**config.mk**
```make
export PLATFORM = sky130hd
export DESIGN_NAME = aba_cell
export DESIGN_NICKNAME = d
export VERILOG_FILES = /design/src/rtl/aba_pkg.sv /design/src/rtl/aba_cell.sv
export SDC_FILE = /design/constraint.sdc
export NUM_CORES = 1
export LEC_CHECK = 0
export ABC_AREA = 1
export BUFFER_PORTS_ARGS = -buffer_cell sky130_fd_sc_hd__buf_4
export CORE_UTILIZATION = 40
export DETAILED_ROUTE_END_ITERATION = 8
export HOLD_SLACK_MARGIN = 0.06
export PLACE_DENSITY = 0.67
export SLEW_MARGIN = 25
export SYNTH_ARGS = -nofsm -noshare
export SYNTH_HDL_FRONTEND = slang
export SYNTH_SLANG_ARGS = --single-unit
```
**constraint.sdc**
```tcl
create_clock -name clk -period 8.9 [get_ports clk]
set_input_delay 2.225 -clock clk [delete_from_list [all_inputs] [get_ports clk]]
set_output_delay 2.225 -clock clk [all_outputs]
set_load 0.02 [all_outputs]
```
**src/rtl/aba_pkg.sv**
```systemverilog
// shared types and constants for the arena bump allocator
package aba_pkg;

  // block table depth; index and count port widths are sized for it
  localparam int MAX_BLOCKS = 16;

  localparam int SIZE_W  = 24;
  localparam int CAP_W   = 25;
  localparam int IDX_W   = 4;
  localparam int ALLOC_W = 32;
  localparam int USED_W  = 48;
  localparam int RSV_W   = 30;
  localparam int TOTAL_W = 5;

  localparam logic [1:0] REQ_ALLOC   = 2'd0;
  localparam logic [1:0] REQ_REWIND  = 2'd1;
  localparam logic [1:0] REQ_DESTROY = 2'd2;

  localparam logic [SIZE_W-1:0] DFLT_SIZE_RST = 24'd4096;
  localparam logic [USED_W-1:0] USED_MAX      = {USED_W{1'b1}};
  localparam logic [RSV_W-1:0]  RSV_MAX       = {RSV_W{1'b1}};

  typedef enum logic {
    ST_IDLE,
    ST_SCAN
  } state_t;

  // search token walking down the block chain
  typedef struct packed {
    logic              valid;
    logic              found;
    logic              created;
    logic [SIZE_W-1:0] size;
    logic [CAP_W-1:0]  cap_new;
    logic [IDX_W-1:0]  idx;
    logic [CAP_W-1:0]  offset;
  } tok_t;

endpackage

```
**src/rtl/aba_cell.sv**
```systemverilog
// one block slot: capacity and fill, serves or creates when the token passes
module aba_cell #(
  parameter int CELL_IDX = 0,
  parameter int CNT_W    = 5
) (
  input  logic              clk,
  input  logic              rst_n,
  input  logic              clear_fill,
  input  logic [CNT_W-1:0]  blk_count,
  input  aba_pkg::tok_t     tok_in,
  output aba_pkg::tok_t     tok_out
);

  logic [aba_pkg::CAP_W-1:0] cap_r, cap_nxt;
  logic [aba_pkg::CAP_W-1:0] fill_r, fill_nxt;
  aba_pkg::tok_t             tok_r, tok_nxt;

  logic [aba_pkg::CAP_W-1:0] room;
  logic [aba_pkg::CAP_W-1:0] size_ext;
  logic                      in_use;
  logic                      at_end;

  always_comb begin
    room     = cap_r - fill_r;
    size_ext = {1'b0, tok_in.size};
    in_use   = CNT_W'(CELL_IDX) < blk_count;
    at_end   = CNT_W'(CELL_IDX) == blk_count;
    cap_nxt  = cap_r;
    fill_nxt = fill_r;
    tok_nxt  = tok_in;
    if (clear_fill) begin
      fill_nxt = '0;
    end
    if (tok_in.valid && !tok_in.found) begin
      if (in_use && (size_ext <= room)) begin
        // first block with room takes it
        tok_nxt.found  = 1'b1;
        tok_nxt.idx    = aba_pkg::IDX_W'(CELL_IDX);
        tok_nxt.offset = fill_r;
        fill_nxt       = fill_r + size_ext;
      end else if (at_end) begin
        // no earlier block fit: open this slot
        tok_nxt.found   = 1'b1;
        tok_nxt.created = 1'b1;
        tok_nxt.idx     = aba_pkg::IDX_W'(CELL_IDX);
        tok_nxt.offset  = '0;
        cap_nxt         = tok_in.cap_new;
        fill_nxt        = size_ext;
      end
    end
  end

  always_ff @(posedge clk) begin
    cap_r  <= cap_nxt;
    fill_r <= fill_nxt;
    if (!rst_n) begin
      tok_r.valid <= 1'b0;
    end else begin
      tok_r <= tok_nxt;
    end
  end

  assign tok_out = tok_r;

endmodule

```
# --- Word-level counts from Yosys, hierarchy flattened ---
# Cells that the tools add are included.
word_totals:
  register_bits: 131
  latch_bits: 0
  ramBits: 0
  mem_count: 0
  inputBits: 89
  mem_bits_ro: 0
classes:
  div_mod_pow: 0
  reduce_logical: 5
  addsub: 2
  eq_ne: 0
  shifts: 0
  magnitude_cmp: 2
  bitwise_logic: 1
  multipliers: 0
  mux: 11
ops:
  columns: ["cell", "count"]
  rows:
  - ["$mux W25", 4]
  - ["$mux W29", 3]
  - ["$add A25 B24 Y25", 1]
  - ["$le A24 B25 Y1", 1]
  - ["$sub A25 B25 Y25", 1]
  - ["$logic_not A5 Y1", 1]
  - ["$lt A1 B5 Y1 const A", 1]
  - ["$mux W2", 2]
  - ["$reduce_and A3 Y1", 1]
  - ["$logic_and A1 B1 Y1", 2]
  - ["$mux W1", 2]
  - ["$logic_not A1 Y1", 1]
  - ["$not A1 Y1", 1]

# --- Logic depth before layout (Yosys ltp) ---
# Gate-level depths: netlist of run 1.
depth:
  ltp_word: 5
  mapped_depth: 27
  ltp_nobuf: 27

# --- Least setup slack after synthesis of run 1 ---
# Ideal clock, no wire load.
synth_path:
  kind: "input to register"
  startpoint: "input blk_count[2]"
  endpoint: "register cap_r[0] (netlist name), enable pin"
  stages: 7
  path_slack_ns: 4.253
  setup_time_ns: 0.408
  t_arrival_ns: 4.239
  cell_sequence: "nor3_1 -> and2_1 -> buf_2 -> inv_1 -> clkbuf_1 -> clkbuf_1 -> nor2_1"
synth_via:
  elab_chain_cells: 4
  elab_cells_between_ends: 5
  cone_classes: "order compare (1); bitwise (1); reduce/logical (3)"
synth_lines:
  columns: ["element", "line_no", "source"]
  rows:
  - ["from (decl)", "aba_cell.sv:9", "input logic [CNT_W-1:0] blk_count,"]
  - ["$lt A1 B5 Y1", "aba_cell.sv:26", "in_use = CNT_W'(CELL_IDX) < blk_count;"]
  - ["$logic_and A1 B1 Y1", "aba_cell.sv:35", "if (in_use && (size_ext <= room)) begin"]
  - ["$not A1 Y1 (no line)", null, null]
  - ["$reduce_and A3 Y1 (no line) (*)", null, null]
  - ["to (signal assigned)", "aba_cell.sv:54", "cap_r <= cap_nxt;"]
  - ["to (decl)", "aba_cell.sv:14", "logic [aba_pkg::CAP_W-1:0] cap_r, cap_nxt;"]
# Every way passes the cells marked *; elsewhere a longest branch is shown, timed or not.
# A chain may end at the register's enable or synchronous reset.

==> impl_metrics.py, run 1 <==
metrics = {
    "timing": {
        "slew_headroom_pct": 43.4,
        "hold_violations": 0,
        "rsz0062_at_grt": "no",
        "setup_viol": 0,
        "period_share_pct": 53.8,
        "max_freq_ghz": 0.209,
        "min_period_ns": 4.79,
        "timing.final.ws_setup_ns": 4.11,
        "finalSetupTns_ns": 0,
        "tightest_slew_ns": 0.848,
        "clock_skew_ns": 0.00766,
        "maxSlewViolCount": 0,
    },
    "clock_tree": {
        "post_cts_buffers": 0,
        "cts_sinks": 131,
        "htree_levels": 4,
        "root_buffer": "clkbuf_16",
        "hold_buffers": 0,
        "cts_resized": 0,
        "clk_latency_ns": 0.43,
        "cts_tree": "done",
        "numCtsBuffers": 17,
        "clk_path_buf_depth": 2,
        "cts.clk_slew.worst_paths_ns": 0.06,
    },
    "grt": {
        "grt_start_max_net_pins": 82,
        "antenna_found_initial": 0,
        "grt_pass1_vias": 6506,
        "grt_pass1_wl_microns": 33300,
        "grt.overflow.total": 0,
        "grt_util_all_layers_pct": 21.4,
    },
    "logic_synthesis": {
        "ys_warn_count": 0,
        "synth_compound_area_share_pct": 10.6,
        "synth_seq_cells": 131,
        "synth_edf_count": 105,
        "syn_area_per_cell_sq_um": 8.67,
        "synth_cell_type_count": 44,
        "netlist_top_cells_area": "edfxtp_1 39%, nand2_1 12%, ha_1 11%",
        "yosysTopAreaCellShare_pct": 38.9,
        "synth-main-ff-cell": "edfxtp_1",
        "synth_top_family_by_area": "simple AND/OR/NAND/NOR gates",
        "seq_area_frac_synth_pct": 45.3,
        "synth_fa_ha_area_share_pct": 11.6,
        "synthCells": 935,
        "synth.area.mux_share_pct": 0,
        "synth-simple-area-share_pct": 21.5,
        "netlist_area_sq_mm": 0.00811,
        "synth_xor_xnor_area_share_pct": 4.97,
        "ys_async_sr_fraction_pct": 0,
        "yosys.area.top_type": "edfxtp_1",
        "synth_nets": 1098,
    },
    "final_layout": {
        "multi_input_area_sq_mm": 0.00395,
        "syn_to_final_growth_pct": 26.6,
        "num_antenna_cells": 0,
        "drive_above_1_share_pct": 19.8,
        "nFillCells": 1897,
        "fin_nets": 1265,
        "final_cells": 1380,
        "finalInstanceArea_sq_mm": 0.0103,
        "seqCellArea_sq_mm": 0.00367,
    },
    "route": {
        "num_vias": 6884,
        "top_layer": "met4",
        "via_per_inst": 4.99,
        "wl_per_cell_microns": 15.5,
        "route.detailed.drc": 0,
        "dr_wl_met3_microns": 1150,
        "antenna_left": 0,
        "routed_wl_microns": 21300,
        "drt_first_pass_iters": 5,
        "first_iter_violations": 404,
        "wl_met2_microns": 9420,
        "wl_met1_microns": 10500,
    },
    "floorplanning": {
        "fp.coreArea_sq_mm": 0.0197,
        "row_count": 51,
        "die_w_microns": 144,
        "die_h_microns": 144,
        "die-area_sq_mm": 0.0208,
        "start_util_pct": 41.3,
        "io-pin-count": 170,
    },
    "run": {
        "maxCapViolCount": 0,
    },
    "placed_design": {
        "pre_cts_ws_ns": 3.95,
        "placed_cells": 1347,
        "hpwl_microns": 16100,
        "place_area_sq_mm": 0.00961,
        "place.gp.congestion": 0.932,
        "port_buffers": 169,
    },
    "worst_setup_path": {
        "cp.arrival_ns": 5.09,
        "path_max_fanout": 28,
        "crit_top_cell": "nand2_1",
        "cp-start-kind": "flop",
        "crit_chain": "ha_1 -> fa_1 -> o21ai_2 -> nand2_1 -> nand2_2 -> a21boi_0 -> o31ai_1 -> a21oi_1 -> xor2_1 -> ha_1 -> a21oi_1 -> nor2_1 -> a211oi_1 -> nand2_1 -> nand2_1 -> nand2_1 -> nand2_1 -> nand2_1 -> nand2_4 -> nand3_2 -> inv_2 -> nand2_1 -> nand2_1",
        "cpPeakStageDelay_ns": 0.43,
        "critPathTopFamily": "compound AO/OA/AOI/OAI gates",
        "cp_slowest_cell": "fa_1",
        "worstSetupPathType": "reg -> reg",
        "end_kind": "flop",
        "required_ns": 9.20,
        "critical_path_buf_inv_count": 1,
    },
    "outcome": {
        "outcome": "complete, no violations",
    },
    "pwr": {
        "powerDensity_mw_per_mm2": 303,
        "leakage_nw": 4.78,
        "ir_drop_mv": 0.163,
    },
    "min_path": {
        "hold_class": "reg -> reg",
    },
}
[placed cells by master, fill, tap and decap left out, types with 2 or more instances in the layout]
| master | count |
|---|---|
| nor2_1 | 44 |
| nand2_2 | 2 |
| or2_2 | 2 |
| o21a_1 | 2 |
| clkinv_4 | 3 |
| nor3_1 | 8 |
| nand4_1 | 10 |
| nand2_1 | 268 |
| edfxtp_1 | 105 |
| clkbuf_16 | 17 |
| clkinv_2 | 5 |
| inv_1 | 93 |
| buf_4 | 173 |
| a31oi_1 | 2 |
| o31ai_1 | 9 |
| a21o_1 | 5 |
| nand3b_1 | 8 |
| nor4_1 | 2 |
| nand3_2 | 2 |
| o21bai_1 | 10 |
| o21ai_2 | 2 |
| ha_1 | 72 |
| xor2_1 | 33 |
| nand3_1 | 64 |
| a21boi_0 | 4 |
| fa_1 | 2 |
| dfxtp_1 | 26 |
| a21oi_1 | 60 |
| xnor2_1 | 13 |
| clkinvlp_4 | 2 |
| bufinv_16 | 4 |
| o21ai_0 | 47 |
[synth_stat cells (2+ instances only)]
cell      instances
o21bai_1         10
a21oi_1          60
xor2_1           33
or2_2             2
clkbuf_1         11
o21ai_2           2
a31oi_1           2
nand4_1          10
fa_1              2
a21boi_0          4
nand2_2           2
inv_1            93
o31ai_1           9
nor3_1            8
xnor2_1          13
nor2_1           45
buf_6             2
nor4_1            2
nand2_1         268
nand3b_1          8
nand3_1          64
o21a_1            2
nand3_2           2
a21o_1            5
ha_1             72
dfxtp_1          26
o21ai_0          47
buf_1             4
buf_2             6
buf_4             3
edfxtp_1        105
[report_power, final]
| group | leakage, nW | internal, mW | switching [mW] |
|---|---|---|---|
| Sequential | 1.23 | 0.764 | 0.0826 |
| Combinational | 3.25 | 0.579 | 0.935 |
| Clock | 0.305 | 0.474 | 0.273 |
[worst register-to-register path, stage by stage (launching register included)]
cell and delay [ns]:
dfxtp_1 0.38, ha_1 0.25, fa_1 0.43, o21ai_2 0.22
nand2_1 0.09, nand2_2 0.13, a21boi_0 0.17, o31ai_1 0.39
a21oi_1 0.15, xor2_1 0.23, ha_1 0.29, a21oi_1 0.15
nor2_1 0.05, a211oi_1 0.26, nand2_1 0.09, nand2_1 0.06
nand2_1 0.04, nand2_1 0.06, nand2_1 0.10, nand2_4 0.27
nand3_2 0.21, inv_2 0.43, nand2_1 0.13, nand2_1 0.09
[flip-flops by register name, indices dropped and copies added (netlist names)]
register  count
cap_r        25
fill_r       25
tok_out      81
[final timing paths]
| path | start | endpoint | slack [ns] | cells after the start |
|---|---|---|---|---|
| worst max-delay path | fill_r[0] | tok_out[24] | 4.11 | 23 |
| worst min-delay path | fill_r[2] | fill_r[2] | 0.53 | 2 |
| worst max register to register | fill_r[0] | tok_out[24] | 4.11 | 23 |
| worst min register to register | fill_r[2] | fill_r[2] | 0.53 | 2 |
[cells by family (layout without fill, tap and decap cells)]
kind of cell	count (synthesis)	in the layout
simple gates	414	414
buf+inv	121	301
flops	131	131
fa+ha+maj	74	74
xor+xnor	46	46
compound gates	149	149
[layout make-up]
cell class,instances,share of cell area [%]
clock buffers,18,4.28
clock inverters,14,1.82
inverters,95,3.47
multi-input cells,683,38.5
repair buffers,174,12.9
flip-flops and latches,131,35.8
well taps,265,3.23
[metal layers]
metal / GRT usage, % / vias up
met2: 33.5 / 223
met3: 4.21 / 20
li1: - / 3506
met4: 6.48 / 0
met1: 29.7 / 3135
met5: 0 / -
[stage by stage]
| step | power, mW | hold WS (ns) | util, % |
|---|---|---|---|
| finish | 3.11 | 0.525 | 52.2 |
| global route | 3.36 | 0.541 | 52.2 |
| CTS | 3.12 | 0.525 | 52.1 |
| detailed placement | 2.35 | 0.517 | 48.9 |
| global placement | 2.33 | 0.515 | 48.9 |
| floorplan | 1.95 | 0.479 | - |
Note: power is estimated with default switching activity, not from simulation.
==> run 2, diff against run 1 <==
Settings changed: PLACE_DENSITY 0.67 to 0.7.
Clock period 8.9 ns to 3.9 ns, I/O delays scaled along.
==> run 2 against run 1 <==
Against the previous run: final area is 7.1% higher; via count is 4.4% higher; die area stayed put; combinational power grew to 2.9 times the previous value; critical path depth is 4 higher; flip-flop and latch count stayed put.
==> impl_metrics.py, run 2 (synthesis gave the netlist of run 1 again) <==
metrics = {
    "worst_setup_path": {
        "cp-startpoint": "cap_r[0]",
        "cp_slowest_cell": "fa_2",
        "r2r_slack_ns": 0.16,
        "path_max_fanout": 8,
        "end_kind": "flop",
        "required_ns": 4.08,
        "cp-start-kind": "flop",
        "crit_top_cell": "nand2_1",
        "worstSetupPathType": "reg -> reg",
        "cp.arrival_ns": 3.91,
        "cpPeakStageDelay_ns": 0.35,
        "timing.rr.start": "cap_r[0]",
    },
    "clock_tree": {
        "clk_latency_ns": 0.43,
        "hold_buffers": 0,
        "cts.clk_slew.worst_paths_ns": 0.06,
        "htree_levels": 4,
        "cts_tree": "done",
        "numCtsBuffers": 17,
        "root_buffer": "clkbuf_16",
        "clk_path_buf_depth": 2,
        "cts_sinks": 131,
    },
    "timing": {
        "rsz0062_at_grt": "yes",
        "hold_violations": 0,
        "hold_slack_ns": 0.537,
        "slew_headroom_pct": 30.2,
        "finalSetupTns_ns": 0,
        "setup_viol": 0,
        "max_freq_ghz": 0.268,
        "period_share_pct": 95.8,
        "clock_skew_ns": 0.0135,
        "timing.final.ws_setup_ns": 0.164,
        "min_period_ns": 3.74,
        "maxSlewViolCount": 0,
        "tightest_slew_ns": 1.05,
    },
    "route": {
        "via_per_inst": 4.98,
        "num_vias": 7186,
        "wl_per_cell_microns": 15.8,
        "route.detailed.drc": 0,
        "first_iter_violations": 459,
        "drt_first_pass_iters": 5,
        "antenna_left": 0,
        "routed_wl_microns": 22800,
    },
    "placed_design": {
        "port_buffers": 169,
        "place_area_sq_mm": 0.0101,
        "place.gp.congestion": 0.902,
        "pre_cts_ws_ns": -0.0958,
        "hpwl_microns": 17000,
    },
    "min_path": {
        "hold_class": "reg -> reg",
        "worstHoldStart": "fill_r[23]",
    },
    "final_layout": {
        "drive_above_1_share_pct": 27.2,
        "finalInstanceArea_sq_mm": 0.0110,
        "fin_nets": 1329,
        "largest_reg_flops": 81,
        "syn_to_final_growth_pct": 35.5,
        "num_antenna_cells": 0,
        "mostFrequentLayoutCells": "249 x nand2_1, 229 x buf_4, 105 x edfxtp_1",
        "final_common_cell": "nand2_1",
    },
    "run": {
        "maxCapViolCount": 0,
    },
    "floorplanning": {
        "die_h_microns": 144,
        "die-area_sq_mm": 0.0208,
        "row_count": 51,
        "io-pin-count": 170,
        "start_util_pct": 41.3,
        "die_w_microns": 144,
        "fp.coreArea_sq_mm": 0.0197,
    },
    "grt": {
        "grt_util_all_layers_pct": 21.8,
        "grt_start_max_net_pins": 82,
        "grt_pass1_wl_microns": 34000,
        "grt_pass1_vias": 6744,
        "antenna_found_initial": 0,
        "grt.overflow.total": 0,
    },
    "outcome": {
        "outcome": "complete, no violations",
    },
    "pwr": {
        "p_switching_mw": 3.17,
        "netSwitchingFraction_pct": 41.3,
        "ir_drop_mv": 0.391,
        "seqPwrFrac_pct": 24.5,
        "powerDensity_mw_per_mm2": 699,
        "combPwrFrac_pct": 56.3,
        "internal_power_mw": 4.51,
        "leakage_nw": 5.18,
        "clockPowerShare_pct": 19.2,
    },
}
[run 2: cell count changes in the layout (fill, tap and decap cells not counted), sizes merged]
cell      delta
bufinv       -3
buf         +61
clkinvlp     -2
clkbuf       +9
clkinv       -2
[run 2: layout make-up]
class	instances	area (sq um)
clock buffer	24	472
clock inverter	7	57.6
fill	1865	8660
inverter	95	364
multi-input combinational	683	4200
sequential	131	3680
tap	265	332
timing repair buffer	238	1890
[run 2: per-stage QoR]
step	instances	util (%)	power, mW
after detailed placement	1404	51.3	5.80
after global routing	1443	55.9	8.26
after CTS	1435	54.0	7.33
after floorplan	935	-	4.46
after global placement	1404	51.3	5.75
final	1443	55.9	7.69
[run 2: per-layer routing]
| metal | global-route usage (%) | part of all wire, % |
|---|---|---|
| met1 | 30.2 | 47 |
| met2 | 34.8 | 46 |
| met4 | 6.26 | 1.3 |
| met3 | 3.74 | 6.2 |
| met5 | 0 | 0 |
[run 2: what timing repair did]
action	in CTS	in global routing
endpoints found under the setup margin	41	55
gates cloned	0	3
setup buffers	0	5
pin swaps	2	9
resized for setup	4	65
[run 2: worst paths after layout]
check,end,cells after the start
worst max register to register,tok_out[0],27
worst min-delay path,fill_r[23],2
worst max-delay path,tok_out[0],27
worst min register to register,fill_r[23],2
[run 2: power by group through the flow]
stage	sequential, mW	clock (mW)	combinational [mW]
floorplan	2.00	0	2.46
global placement	1.90	0	3.85
detailed placement	1.90	0	3.90
CTS	1.88	1.50	3.95
global route	1.91	1.55	4.80
finish	1.88	1.47	4.33
[run 2: critical path, delay by kind of cell (launching register included)]
kind            cells  cell delay [ns]
fa+ha+maj           3             0.89
xor+xnor            1             0.05
flops               1             0.32
simple gates       16             1.34
compound gates      3             0.45
buf+inv             4             0.44
==> run 3, diff against run 2 <==
Settings changed: CORE_UTILIZATION 40 to 45, PLACE_DENSITY 0.7 to 0.76.
==> run 3 against run 2 <==
Against the previous run: clock power rose by 7%; global-route usage is 1.8 points higher; critical path depth fell by 4; highest routed layer unchanged.
==> impl_metrics.py, run 3 (synthesis gave the netlist of run 1 again) <==
metrics = {
    "outcome": {
        "outcome": "complete, no violations",
    },
    "route": {
        "num_vias": 7287,
        "routed_wl_microns": 22400,
        "via_per_inst": 5.28,
        "first_iter_violations": 477,
        "wl_per_cell_microns": 16.2,
        "antenna_left": 0,
        "drt_first_pass_iters": 5,
        "route.detailed.drc": 0,
    },
    "placed_design": {
        "hpwl_microns": 16000,
        "place_area_sq_mm": 0.00981,
        "pre_cts_ws_ns": -0.0642,
        "place.gp.congestion": 0.917,
        "placed_cells": 1337,
        "port_buffers": 169,
    },
    "floorplanning": {
        "start_util_pct": 46.4,
        "fp.coreArea_sq_mm": 0.0175,
        "die_w_microns": 136,
        "die-area_sq_mm": 0.0186,
        "io-pin-count": 170,
        "die_h_microns": 136,
        "row_count": 48,
    },
    "final_layout": {
        "drive_above_1_share_pct": 26.9,
        "final_common_cell": "nand2_1",
        "multi_input_area_sq_mm": 0.00418,
        "num_antenna_cells": 0,
        "finalInstanceArea_sq_mm": 0.0108,
        "syn_to_final_growth_pct": 32.9,
        "final_cells": 1379,
        "largest_reg_flops": 81,
        "mostFrequentLayoutCells": "242 x nand2_1, 205 x buf_4, 105 x edfxtp_1",
        "fin_nets": 1304,
        "seqCellArea_sq_mm": 0.00368,
        "nFillCells": 1524,
    },
    "worst_setup_path": {
        "r2r_slack_ns": 0.03,
        "worstSetupPathType": "reg -> reg",
        "path_max_fanout": 7,
        "end_kind": "flop",
        "cp.arrival_ns": 4.05,
        "required_ns": 4.08,
        "cp-start-kind": "flop",
    },
    "timing": {
        "rsz0062_at_grt": "yes",
        "tightest_slew_ns": 0.824,
        "period_share_pct": 99.2,
        "min_period_ns": 3.87,
        "timing.final.ws_setup_ns": 0.0328,
        "hold_violations": 0,
        "slew_headroom_pct": 45.0,
        "setup_viol": 0,
        "clock_skew_ns": 0.00753,
        "max_freq_ghz": 0.259,
        "maxSlewViolCount": 0,
    },
    "clock_tree": {
        "htree_levels": 4,
        "clk_path_buf_depth": 2,
        "root_buffer": "clkbuf_16",
        "numCtsBuffers": 17,
        "cts.clk_slew.worst_paths_ns": 0.06,
        "cts_tree": "done",
        "cts_sinks": 131,
        "clk_latency_ns": 0.43,
    },
    "run": {
        "maxCapViolCount": 0,
    },
    "pwr": {
        "powerDensity_mw_per_mm2": 693,
        "leakage_nw": 5.00,
        "ir_drop_mv": 0.373,
        "power_mw": 7.47,
    },
    "min_path": {
        "hold_class": "reg -> reg",
    },
    "grt": {
        "grt_pass1_wl_microns": 33000,
        "grt_start_max_net_pins": 82,
        "grt_pass1_vias": 6671,
        "antenna_found_initial": 0,
        "grt_util_all_layers_pct": 23.6,
        "grt.overflow.total": 0,
    },
}
==> run 3: area by class of cell <==
type | instances | area share, %
multi-input combinational | 683 | 38.8
sequential | 131 | 34.1
timing repair buffer | 213 | 15.7
clock buffer | 18 | 4.08
inverter | 95 | 3.40
tap | 225 | 2.61
clock inverter | 14 | 1.29
==> run 3: critical path, cell delays in order, from the launching register on <==
cell       delay, ns
edfxtp_1        0.37
ha_1            0.39
a21oi_1         0.21
o21ai_0         0.14
a21oi_2         0.19
o21bai_4        0.11
a21oi_2         0.16
o21ai_0         0.13
xnor2_1         0.16
ha_1            0.30
nand4_1         0.11
nor3_2          0.22
nand2_1         0.07
nand2_1         0.06
nand2_1         0.04
nand2_1         0.05
nand2_1         0.04
nand2_1         0.05
nand2_1         0.06
nand2_2         0.09
nand2_4         0.08
o21ai_4         0.31
clkbuf_16       0.22
nand2_2         0.04
==> run 3: metal layers <==
layer  GRT usage [%]  routed length, microns  vias to the layer above
met3            4.92                    1760                       36
li1                -                       -                     3596
met2            36.4                   10200                      291
met1            32.1                    9870                     3364
met5               0                       0                        -
met4            9.57                     491                        0
==> run 3: where the power goes <==
group	internal, mW	switching [mW]	leakage, nW
combinational	1.63	2.39	3.50
clock	0.950	0.627	0.273
sequential	1.75	0.123	1.23
total	4.33	3.14	5.00
==> run 3: worst paths after layout <==
| kind | start | to | cells past startpoint |
|---|---|---|---|
| min | fill_r[23] | fill_r[23] | 2 |
| max | cap_r[4] | tok_out[79] | 23 |
| max reg2reg | cap_r[4] | tok_out[79] | 23 |
| min reg2reg | fill_r[23] | fill_r[23] | 2 |
==> run 3: per-stage QoR <==
| stage | TNS, ns | hold WS [ns] | utilization (%) |
|---|---|---|---|
| floorplan | 0 | 0.479 | - |
| global placement | 0 | 0.512 | 56.1 |
| detailed placement | -0.951 | 0.511 | 56.1 |
| CTS | 0 | 0.519 | 59.8 |
| global route | -5.09 | 0.564 | 61.7 |
| finish | 0 | 0.516 | 61.7 |
==> run 3: repair_timing <==
| action | in CTS | in global routing |
|---|---|---|
| pin swaps | 2 | 15 |
| gates cloned | 1 | 3 |
| gates resized for setup | 8 | 63 |
| endpoints found under the setup margin | 52 | 55 |
| setup buffers | 1 | 5 |
| hold buffers | 0 | 0 |
